`src/cdd_pkg.sv`:
```
// Shared types, register indexes, reset values and codes for the crash deploy decision block.
// No dependencies; cdd_eval, the top level and the testbench import this package.
package cdd_pkg;

  localparam int CFG_INDEX_W = 2;
  localparam int CFG_DATA_W  = 32;

  localparam logic [CFG_INDEX_W-1:0] REG_RANGE_LIMIT   = 2'd0;
  localparam logic [CFG_INDEX_W-1:0] REG_STUCK_LIMIT   = 2'd1;
  localparam logic [CFG_INDEX_W-1:0] REG_ARMING_LEVEL  = 2'd2;
  localparam logic [CFG_INDEX_W-1:0] REG_DELTA_V_LEVEL = 2'd3;

  localparam logic [14:0]        RANGE_LIMIT_RESET   = 15'd30000;
  localparam logic [15:0]        STUCK_LIMIT_RESET   = 16'd100;
  localparam logic signed [15:0] ARMING_LEVEL_RESET  = -16'sd4096;
  localparam logic signed [31:0] DELTA_V_LEVEL_RESET = -32'sd100000;

  // leak factor 58982/65536, about 0.9
  localparam logic [15:0] LEAK_NUM   = 16'd58982;
  localparam int          LEAK_SHIFT = 16;

  localparam logic [15:0] COUNT_MAX = 16'hFFFF;

  typedef enum logic [1:0] {
    MODE_NORMAL   = 2'd0,
    MODE_FAULT    = 2'd1,
    MODE_DEPLOYED = 2'd2
  } mode_t;

  typedef enum logic [1:0] {
    CODE_CLEAR = 2'd0,
    CODE_RANGE = 2'd1,
    CODE_STUCK = 2'd2
  } error_t;

  typedef struct packed {
    logic [14:0]        range_limit;
    logic [15:0]        stuck_limit;
    logic signed [15:0] arming_level;
    logic signed [31:0] delta_v_level;
  } cfg_t;

  typedef struct packed {
    logic signed [31:0] velocity_sum;
    logic signed [15:0] previous_x;
    logic [15:0]        same_count;
    mode_t              mode_reg;
    error_t             error_reg;
    logic               fired;
  } state_t;

  typedef struct packed {
    logic signed [15:0] accel_x;
    logic signed [15:0] accel_y;
    logic signed [15:0] accel_z;
    logic signed [15:0] filtered_accel_x;
  } sample_t;

  typedef struct packed {
    logic [1:0] unit_state;
    logic [1:0] error_code;
    logic       fire;
    logic       fault_now;
  } result_t;

endpackage

```
`src/cdd_stream_if.sv`:
```
// Valid/ready stream interface carrying one payload per transaction.
// Payload type is a parameter; no package dependency.
interface cdd_stream_if #(
  parameter type data_t = logic
) ();
  logic  valid;
  logic  ready;
  data_t data;

  modport source (output valid, output data, input ready);
  modport sink   (input valid, input data, output ready);
endinterface

```
`src/cdd_eval.sv`:
```
// Single-pass evaluation of one sample: fault checks, delta-v update, deploy test.
// Depends on cdd_pkg.
module cdd_eval (
  input  cdd_pkg::cfg_t    cfg,
  input  cdd_pkg::state_t  state,
  input  cdd_pkg::sample_t sample,
  output cdd_pkg::state_t  state_next,
  output cdd_pkg::result_t result
);
  import cdd_pkg::*;

  logic [16:0]        mag_x, mag_y, mag_z, mag_arm, lim;
  logic               out_of_range, x_same, stuck, fault, armed, deploy;
  logic [15:0]        count_inc;
  logic signed [32:0] sum_add;
  logic signed [31:0] sum_neg;
  logic signed [48:0] prod;
  logic signed [32:0] prod_floor;
  logic signed [31:0] sum_leak;
  logic signed [31:0] sum_new;

  function automatic logic [16:0] abs16(input logic signed [15:0] a);
    logic signed [16:0] w;
    w = {a[15], a};
    return w[16] ? 17'(-w) : 17'(w);
  endfunction

  always_comb begin
    mag_x   = abs16(sample.accel_x);
    mag_y   = abs16(sample.accel_y);
    mag_z   = abs16(sample.accel_z);
    mag_arm = abs16(cfg.arming_level);
    lim     = {2'b00, cfg.range_limit};

    out_of_range = (mag_x > lim) || (mag_y > lim) || (mag_z > lim);
    x_same       = (sample.accel_x == state.previous_x);
    count_inc    = (state.same_count == COUNT_MAX) ? state.same_count
                                                   : state.same_count + 16'd1;
    stuck        = !out_of_range && x_same && (count_inc >= cfg.stuck_limit);
    fault        = out_of_range || stuck;

    sum_add = {state.velocity_sum[31], state.velocity_sum}
            + {{17{sample.filtered_accel_x[15]}}, sample.filtered_accel_x};
    sum_neg = (sum_add[32] != sum_add[31]) ? {1'b1, 31'd0} : sum_add[31:0];

    // leak with truncation toward zero
    prod       = {{17{state.velocity_sum[31]}}, state.velocity_sum}
               * $signed({33'd0, LEAK_NUM});
    prod_floor = prod[48:LEAK_SHIFT];
    if (prod[48] && (prod[LEAK_SHIFT-1:0] != '0)) begin
      prod_floor = prod_floor + 33'sd1;
    end
    sum_leak = prod_floor[31:0];

    sum_new = sample.filtered_accel_x[15] ? sum_neg : sum_leak;

    armed  = (sample.filtered_accel_x < cfg.arming_level) || (mag_y > mag_arm);
    deploy = !fault && (sum_new <= cfg.delta_v_level) && armed;

    state_next = state;
    priority if (out_of_range) begin
      state_next.mode_reg  = MODE_FAULT;
      state_next.error_reg = CODE_RANGE;
    end else if (x_same) begin
      state_next.same_count = count_inc;
      if (stuck) begin
        state_next.mode_reg  = MODE_FAULT;
        state_next.error_reg = CODE_STUCK;
      end
    end else begin
      state_next.same_count = '0;
    end

    if (!fault) begin
      state_next.previous_x   = sample.accel_x;
      state_next.velocity_sum = sum_new;
      if (deploy) begin
        state_next.mode_reg = MODE_DEPLOYED;
        state_next.fired    = 1'b1;
      end
    end

    result.unit_state = state_next.mode_reg;
    result.error_code = state_next.error_reg;
    result.fire       = state_next.fired;
    result.fault_now  = fault;
  end

endmodule

```
`src/crash_deploy_decision.sv`:
```
// Crash deploy decision top level: input register, evaluation, result register.
// Depends on cdd_pkg, cdd_stream_if and cdd_eval.
// Path: input register, then cdd_eval, then result register.
// Throughput: one sample per cycle unless results stall; state feeds back through cdd_eval.
// Reset: synchronous rst restores register defaults, clears state and both valid flags.
module crash_deploy_decision (
  input  logic                                  clk,
  input  logic                                  rst,
  input  logic                                  cfg_write,
  input  logic [cdd_pkg::CFG_INDEX_W-1:0]       cfg_index,
  input  logic [cdd_pkg::CFG_DATA_W-1:0]        cfg_data,
  cdd_stream_if.sink                            sample,
  cdd_stream_if.source                          result
);
  import cdd_pkg::*;

  cfg_t    cfg;
  state_t  state;
  state_t  state_next;
  sample_t in_data;
  logic    in_valid;
  result_t out_data;
  result_t out_next;
  logic    out_valid;
  logic    advance;

  assign advance      = in_valid && (!out_valid || result.ready);
  assign sample.ready = !rst && (!in_valid || advance);
  assign result.valid = out_valid;
  assign result.data  = out_data;

  cdd_eval u_eval (
    .cfg        (cfg),
    .state      (state),
    .sample     (in_data),
    .state_next (state_next),
    .result     (out_next)
  );

  always_ff @(posedge clk) begin
    if (rst) begin
      cfg.range_limit   <= RANGE_LIMIT_RESET;
      cfg.stuck_limit   <= STUCK_LIMIT_RESET;
      cfg.arming_level  <= ARMING_LEVEL_RESET;
      cfg.delta_v_level <= DELTA_V_LEVEL_RESET;
    end else if (cfg_write) begin
      unique case (cfg_index)
        REG_RANGE_LIMIT:   cfg.range_limit   <= cfg_data[14:0];
        REG_STUCK_LIMIT:   cfg.stuck_limit   <= cfg_data[15:0];
        REG_ARMING_LEVEL:  cfg.arming_level  <= cfg_data[15:0];
        REG_DELTA_V_LEVEL: cfg.delta_v_level <= cfg_data[31:0];
        default: ;
      endcase
    end
  end

  always_ff @(posedge clk) begin
    if (rst) begin
      state.velocity_sum <= '0;
      state.previous_x   <= '0;
      state.same_count   <= '0;
      state.mode_reg     <= MODE_NORMAL;
      state.error_reg    <= CODE_CLEAR;
      state.fired        <= 1'b0;
      in_valid           <= 1'b0;
      out_valid          <= 1'b0;
    end else begin
      if (advance) begin
        state <= state_next;
      end
      if (sample.ready) begin
        in_valid <= sample.valid;
      end
      if (advance) begin
        out_valid <= 1'b1;
      end else if (result.ready) begin
        out_valid <= 1'b0;
      end
    end
  end

  always_ff @(posedge clk) begin
    if (sample.valid && sample.ready) begin
      in_data <= sample.data;
    end
    if (advance) begin
      out_data <= out_next;
    end
  end

endmodule

```
`src/flat_wrapper.sv`:
```
// flat-port wrapper written by rule: the top's interface ports become plain ports
module crash_deploy_decision_flat import cdd_pkg::*;
  (clk, rst, cfg_write, cfg_index, cfg_data, sample_valid, sample_data, sample_ready, result_valid, result_data, result_ready);
  cdd_stream_if #(.data_t(sample_t)) sample_i ();
  cdd_stream_if #(.data_t(result_t)) result_i ();
  input  logic clk;
  input  logic rst;
  input  logic cfg_write;
  input  logic [cdd_pkg::CFG_INDEX_W-1:0] cfg_index;
  input  logic [cdd_pkg::CFG_DATA_W-1:0] cfg_data;
  input wire logic [$bits(sample_i.valid)-1:0] sample_valid;
  input wire logic [$bits(sample_i.data)-1:0] sample_data;
  output wire logic [$bits(sample_i.ready)-1:0] sample_ready;
  output wire logic [$bits(result_i.valid)-1:0] result_valid;
  output wire logic [$bits(result_i.data)-1:0] result_data;
  input wire logic [$bits(result_i.ready)-1:0] result_ready;
  assign sample_i.valid = sample_valid;
  assign sample_i.data = sample_data;
  assign sample_ready = sample_i.ready;
  assign result_valid = result_i.valid;
  assign result_data = result_i.data;
  assign result_i.ready = result_ready;
  crash_deploy_decision u_core (.clk(clk), .rst(rst), .cfg_write(cfg_write), .cfg_index(cfg_index), .cfg_data(cfg_data), .sample(sample_i), .result(result_i));
endmodule
```
`config.mk`:
```
export PLATFORM = sky130hd
export DESIGN_NAME = crash_deploy_decision_flat
export DESIGN_NICKNAME = d
export VERILOG_FILES = /design/src/cdd_pkg.sv /design/src/cdd_stream_if.sv /design/src/cdd_eval.sv /design/src/crash_deploy_decision.sv /design/src/flat_wrapper.sv
export SDC_FILE = /design/constraint.sdc
export NUM_CORES = 1
export LEC_CHECK = 0
export BUFFER_PORTS_ARGS = -buffer_cell sky130_fd_sc_hd__clkbuf_2
export CELL_PAD_IN_SITES_DETAIL_PLACEMENT = 1
export CELL_PAD_IN_SITES_GLOBAL_PLACEMENT = 1
export CORE_UTILIZATION = 25
export CTS_CLUSTER_SIZE = 28
export DETAILED_ROUTE_END_ITERATION = 6
export GPL_TIMING_DRIVEN = 0
export HOLD_SLACK_MARGIN = 0.02
export PLACE_DENSITY_LB_ADDON = 0.1
export SETUP_SLACK_MARGIN = 0.3
export SLEW_MARGIN = 40
export SYNTH_ARGS = -nofsm -noshare
export SYNTH_HDL_FRONTEND = slang
export SYNTH_HIERARCHICAL = 1
export SYNTH_SLANG_ARGS = --single-unit
```
`constraint.sdc`:
```
create_clock -name clk -period 8.4 [get_ports clk]
set_input_delay 1.68 -clock clk [delete_from_list [all_inputs] [get_ports clk]]
set_output_delay 1.68 -clock clk [all_outputs]
set_load 0.005 [all_outputs]
```
==> qor_table.md <==
| Item | Reported | Unit |
|---|---|---|
| Antenna violations before repair | 0 | - |
| Maximum level of the CTS H-tree | 1 | - |
| Commonest non-fill, non-tap cell in the layout | sky130_fd_sc_hd__inv_1 | - |
| Tot GR Track Use | 18.0 | % |
| Start of the worst register-to-register path | u_core/state[57]$_SDFFE_PP0P_ | - |
| Leading cell types in the layout, fill and taps excluded | 459 x sky130_fd_sc_hd__inv_1, 289 x sky130_fd_sc_hd__ha_1, 282 x sky130_fd_sc_hd__nand2_1, 213 x sky130_fd_sc_hd__fa_1, 167 x sky130_fd_sc_hd__nand2b_1 | - |
| Share of flip-flops with an asynchronous set or reset | 0 | % |
| Antenna fix cells | 0 | - |
| Cell occurring most often along the worst timing path | sky130_fd_sc_hd__fa_1 | - |
| Setup slack of the worst register-to-register path | -0.71 | ns |
| EDFF count, synth | 70 | - |
| Area used by multi-input combinational logic | 20800 | µm² |
| Number of placed cells counting well taps | 4669 | - |
| Arr. time, crit path | 9.57 | ns |
| Hold endpoint | u_core/cfg[71]$_SDFFE_PP0P_ | - |
| Outcome | complete, but fails checks | - |
| Clock input transition at the sequential cells of the worst setup and hold paths | 0.07 | ns |
| Number of failing hold endpoints at the final stage | 0 | - |
| Final total negative setup slack | -3.95 | ns |
| Number of vias per cell | 4.78 | - |
| Drt drc | 0 | - |
| Fin Hold WS | 0.457 | ns |
| Static leakage | 14.7 | nW |
| Depth of the worst hold-timing path | 2 | - |
| Critical Path Source | u_core/state[57]$_SDFFE_PP0P_ | - |
| Final Routed Wirelength | 98300 | µm |
| Distinct cell type count of the synthesized netlist | 103 | - |
| Capturing point of the worst reg2reg path | u_core/state[4]$_SDFFE_PP0P_ | - |
| Wire length of the first global-routing pass | 151000 | µm |
| Filler cell count | 12600 | - |
| Peak VDD IR | 0.135 | mV |
| Net count after synthesis | 3783 | - |
| Area of the mapped netlist | 27100 | µm² |
| HPWL Detailed | 81800 | µm |
| Layout cells sized above 1 | 19.3 | % |
| #FFs+latches synth | 220 | - |
| Sequential fraction of the synthesis area | 18.9 | % |
| Syn. warnings | 6 | - |
| FF-to-FF path depth | 38 | - |
| Primary FF master, synth | sky130_fd_sc_hd__dfxtp_1 | - |
| Maximum clock frequency | 110 | MHz |
| Pin count of the biggest net entering global routing | 47 | - |
| Horiz. Die Dim | 331 | µm |
| TritonCTS clock tree | built | - |
| Power per standard cell area | 239 | nW/µm² |
| Detailed-route wire length per cell | 20.3 | µm |
| Worst-Margin Slew | 0.852 | ns |
| Detailed Route Iter0 Violations | 758 | - |
| Number of global-route vias before repair | 25300 | - |
| Layout net count | 4041 | - |
| Hold Path Origin | u_core/cfg[71]$_SDFFE_PP0P_ | - |
| Total congestion overflow | 0 | - |
| Deepest clock path buffer count | 3 | - |
| I/O Pins | 111 | - |
| CP required | 8.87 | ns |
| Clock insertion delay at the later pin of the skew report | 0.56 | ns |
| Min Clock Period, post-route | 9.11 | ns |
| Syn Area/Cell | 8.58 | µm² |
| Area delta synth->final | 21.0 | % |
| Slowest library cell on the worst path | sky130_fd_sc_hd__fa_1 | - |
| Port buffer count | 109 | - |
| Via Count | 23100 | - |
| Final worst slack | -0.708 | ns |
| RSZ-0062 raised after global routing | true | - |
| Violations in the final reports | setup timing | - |
| Number of standard cells after synthesis | 3155 | - |
| Total clock sinks | 220 | - |
| Ratio of final minimum period to clock period | 108 | % |
| Chip Height | 331 | µm |
| Root cell of the clock tree | sky130_fd_sc_hd__clkbuf_16 | - |
| Final setup violation count | 6 | - |
| Kind of critical path | flip-flop to flip-flop | - |
| Highest cell delay on the worst timing path | 0.56 | ns |
| Post-route clock skew | 0.0218 | ns |
| Total CTS buffers | 25 | - |
| Rel. slew slack | 43.2 | % |
| Slew Limit Fails | 0 | - |
| Rows | 120 | - |
| Gpl congestion | 0.854 | - |
| Number of violations of the max-capacitance limit | 0 | - |
| Count of hold-fix buffers inserted at cts | 0 | - |
| Core Area | 107000 | µm² |
| Non-filler instance count after layout | 4834 | - |
| Detailed Routing Iterations Pass 1 | 4 | - |
| Antenna-violating nets left | 0 | - |
| Overall die area | 110000 | µm² |
| CP Launch Type | flip-flop | - |
| Initial standard-cell utilization of the core | 25.3 | % |
| Maximum fanout along the worst path | 7 | - |
| Area of all sequential standard cells | 5220 | µm² |
| Hold Path Class | flip-flop to flip-flop | - |
| Endpoint kind of the worst setup timing path | flip-flop | - |
-- area by class of cell --
type                            count  share of cell area [%]
Buffer                            116                    2.33
Clock inverter                     16                   0.447
Inverter                          490                    5.73
Clock buffer                       29                    2.15
Tap cell                         1403                    5.36
Multi-Input combinational cell   2329                    63.5
Sequential cell                   220                    15.9
Timing Repair Buffer              231                    4.59
-- registers in the layout, indices dropped and copies added, names as in the netlist --
register / count
u_core/cfg: 79
u_core/state: 69
u_core/in_data: 64
u_core/result.data: 6
u_core/in_valid: 1
u_core/result.valid: 1
-- critical path: cells and delay by family (launching register included) --
| family | cells | cell delay [ns] |
|---|---|---|
| adder cells (fa/ha/maj) | 8 | 3.69 |
| AO/OA/AOI/OAI | 13 | 2.44 |
| AND/OR/NAND/NOR | 7 | 1.35 |
| buffers and inverters | 7 | 0.62 |
| XOR/XNOR | 2 | 0.39 |
| flip-flops | 1 | 0.36 |
| multiplexers | 1 | 0.14 |
-- power breakdown --
part           switching, mW  leakage, nW  total [mW]  internal, mW
registers             0.0821         1.90        1.24          1.16
logic                   3.22         12.4        5.43          2.21
clock network          0.489        0.407        1.15         0.664
-- stage by stage --
stage | power, mW | area, µm² | worst slack, ns | utilization [%]
floorplan | 4.43 | 27400 | 0.0556 | -
global placement | 5.76 | 29700 | -3.68 | 27.7
detailed placement | 5.85 | 29800 | -3.09 | 27.8
CTS | 7.71 | 32400 | -0.787 | 30.2
global route | 8.52 | 32800 | -1.08 | 30.6
finish | 7.83 | 32800 | -0.708 | 30.6
-- Yosys cell counts, types with 58 or more instances --
| library cell | instances | area share, % |
|---|---|---|
| sky130_fd_sc_hd__ha_1 | 309 | 14 |
| sky130_fd_sc_hd__fa_1 | 216 | 16 |
| sky130_fd_sc_hd__xor2_1 | 58 | 1.9 |
| sky130_fd_sc_hd__nand2_1 | 287 | 4.0 |
| sky130_fd_sc_hd__o21ai_0 | 113 | 2.1 |
| sky130_fd_sc_hd__dfxtp_1 | 150 | 11 |
| sky130_fd_sc_hd__nor2_1 | 130 | 1.8 |
| sky130_fd_sc_hd__inv_1 | 488 | 6.8 |
| sky130_fd_sc_hd__edfxtp_1 | 70 | 7.8 |
| sky130_fd_sc_hd__a21oi_1 | 175 | 3.2 |
| sky130_fd_sc_hd__nor3_1 | 87 | 1.6 |
| sky130_fd_sc_hd__mux2i_1 | 75 | 2.8 |
| sky130_fd_sc_hd__xnor2_1 | 111 | 3.6 |
| sky130_fd_sc_hd__nand2b_1 | 168 | 3.9 |
-- per-layer routing --
metal	part of all wire [%]	wire (µm)	vias to the layer above	GRT usage [%]
met2	51	49800	211	33.1
met3	1.4	1390	70	0.890
met5	0	0	-	0
met1	46	45600	11600	23.1
li1	-	-	11200	-
met4	1.6	1570	0	3.22
-- cells by family after synthesis --
group / count (synthesis) / synth area share (%)
AO/OA/AOI/OAI: 578 / 14.0
XOR/XNOR: 169 / 5.47
adder cells (fa/ha/maj): 525 / 30.2
buffers and inverters: 606 / 9.24
flip-flops: 220 / 18.9
multiplexers: 107 / 4.10
other: 2 / 0.0277
AND/OR/NAND/NOR: 948 / 18.1
-- what timing repair did --
| item | 4_1_cts | 5_1_grt |
|---|---|---|
| pin swaps | 92 | 72 |
| setup endpoints to repair | 38 | 6 |
| gates resized for setup | 219 | 50 |
| gates cloned | 1 | 0 |
| hold endpoints to repair | 0 | 0 |
| buffers inserted | 97 | 22 |
-- worst max-delay path by stage --
| stage | to | slack [ns] |
|---|---|---|
| 3_5_place_dp | u_core/state[0]$_SDFFE_PP0P_ | -3.09 |
| 2_1_floorplan | u_core/state[0]$_SDFFE_PP0P_ | 0.06 |
| 5_1_grt | u_core/state[0]$_SDFFE_PP0P_ | -1.08 |
| 6_report | u_core/state[4]$_SDFFE_PP0P_ | -0.71 |
| 4_1_cts | u_core/state[4]$_SDFFE_PP0P_ | -0.79 |
| 3_3_place_gp | u_core/state[3]$_SDFFE_PP0P_ | -3.68 |
Power figures use the tool's default switching activity.
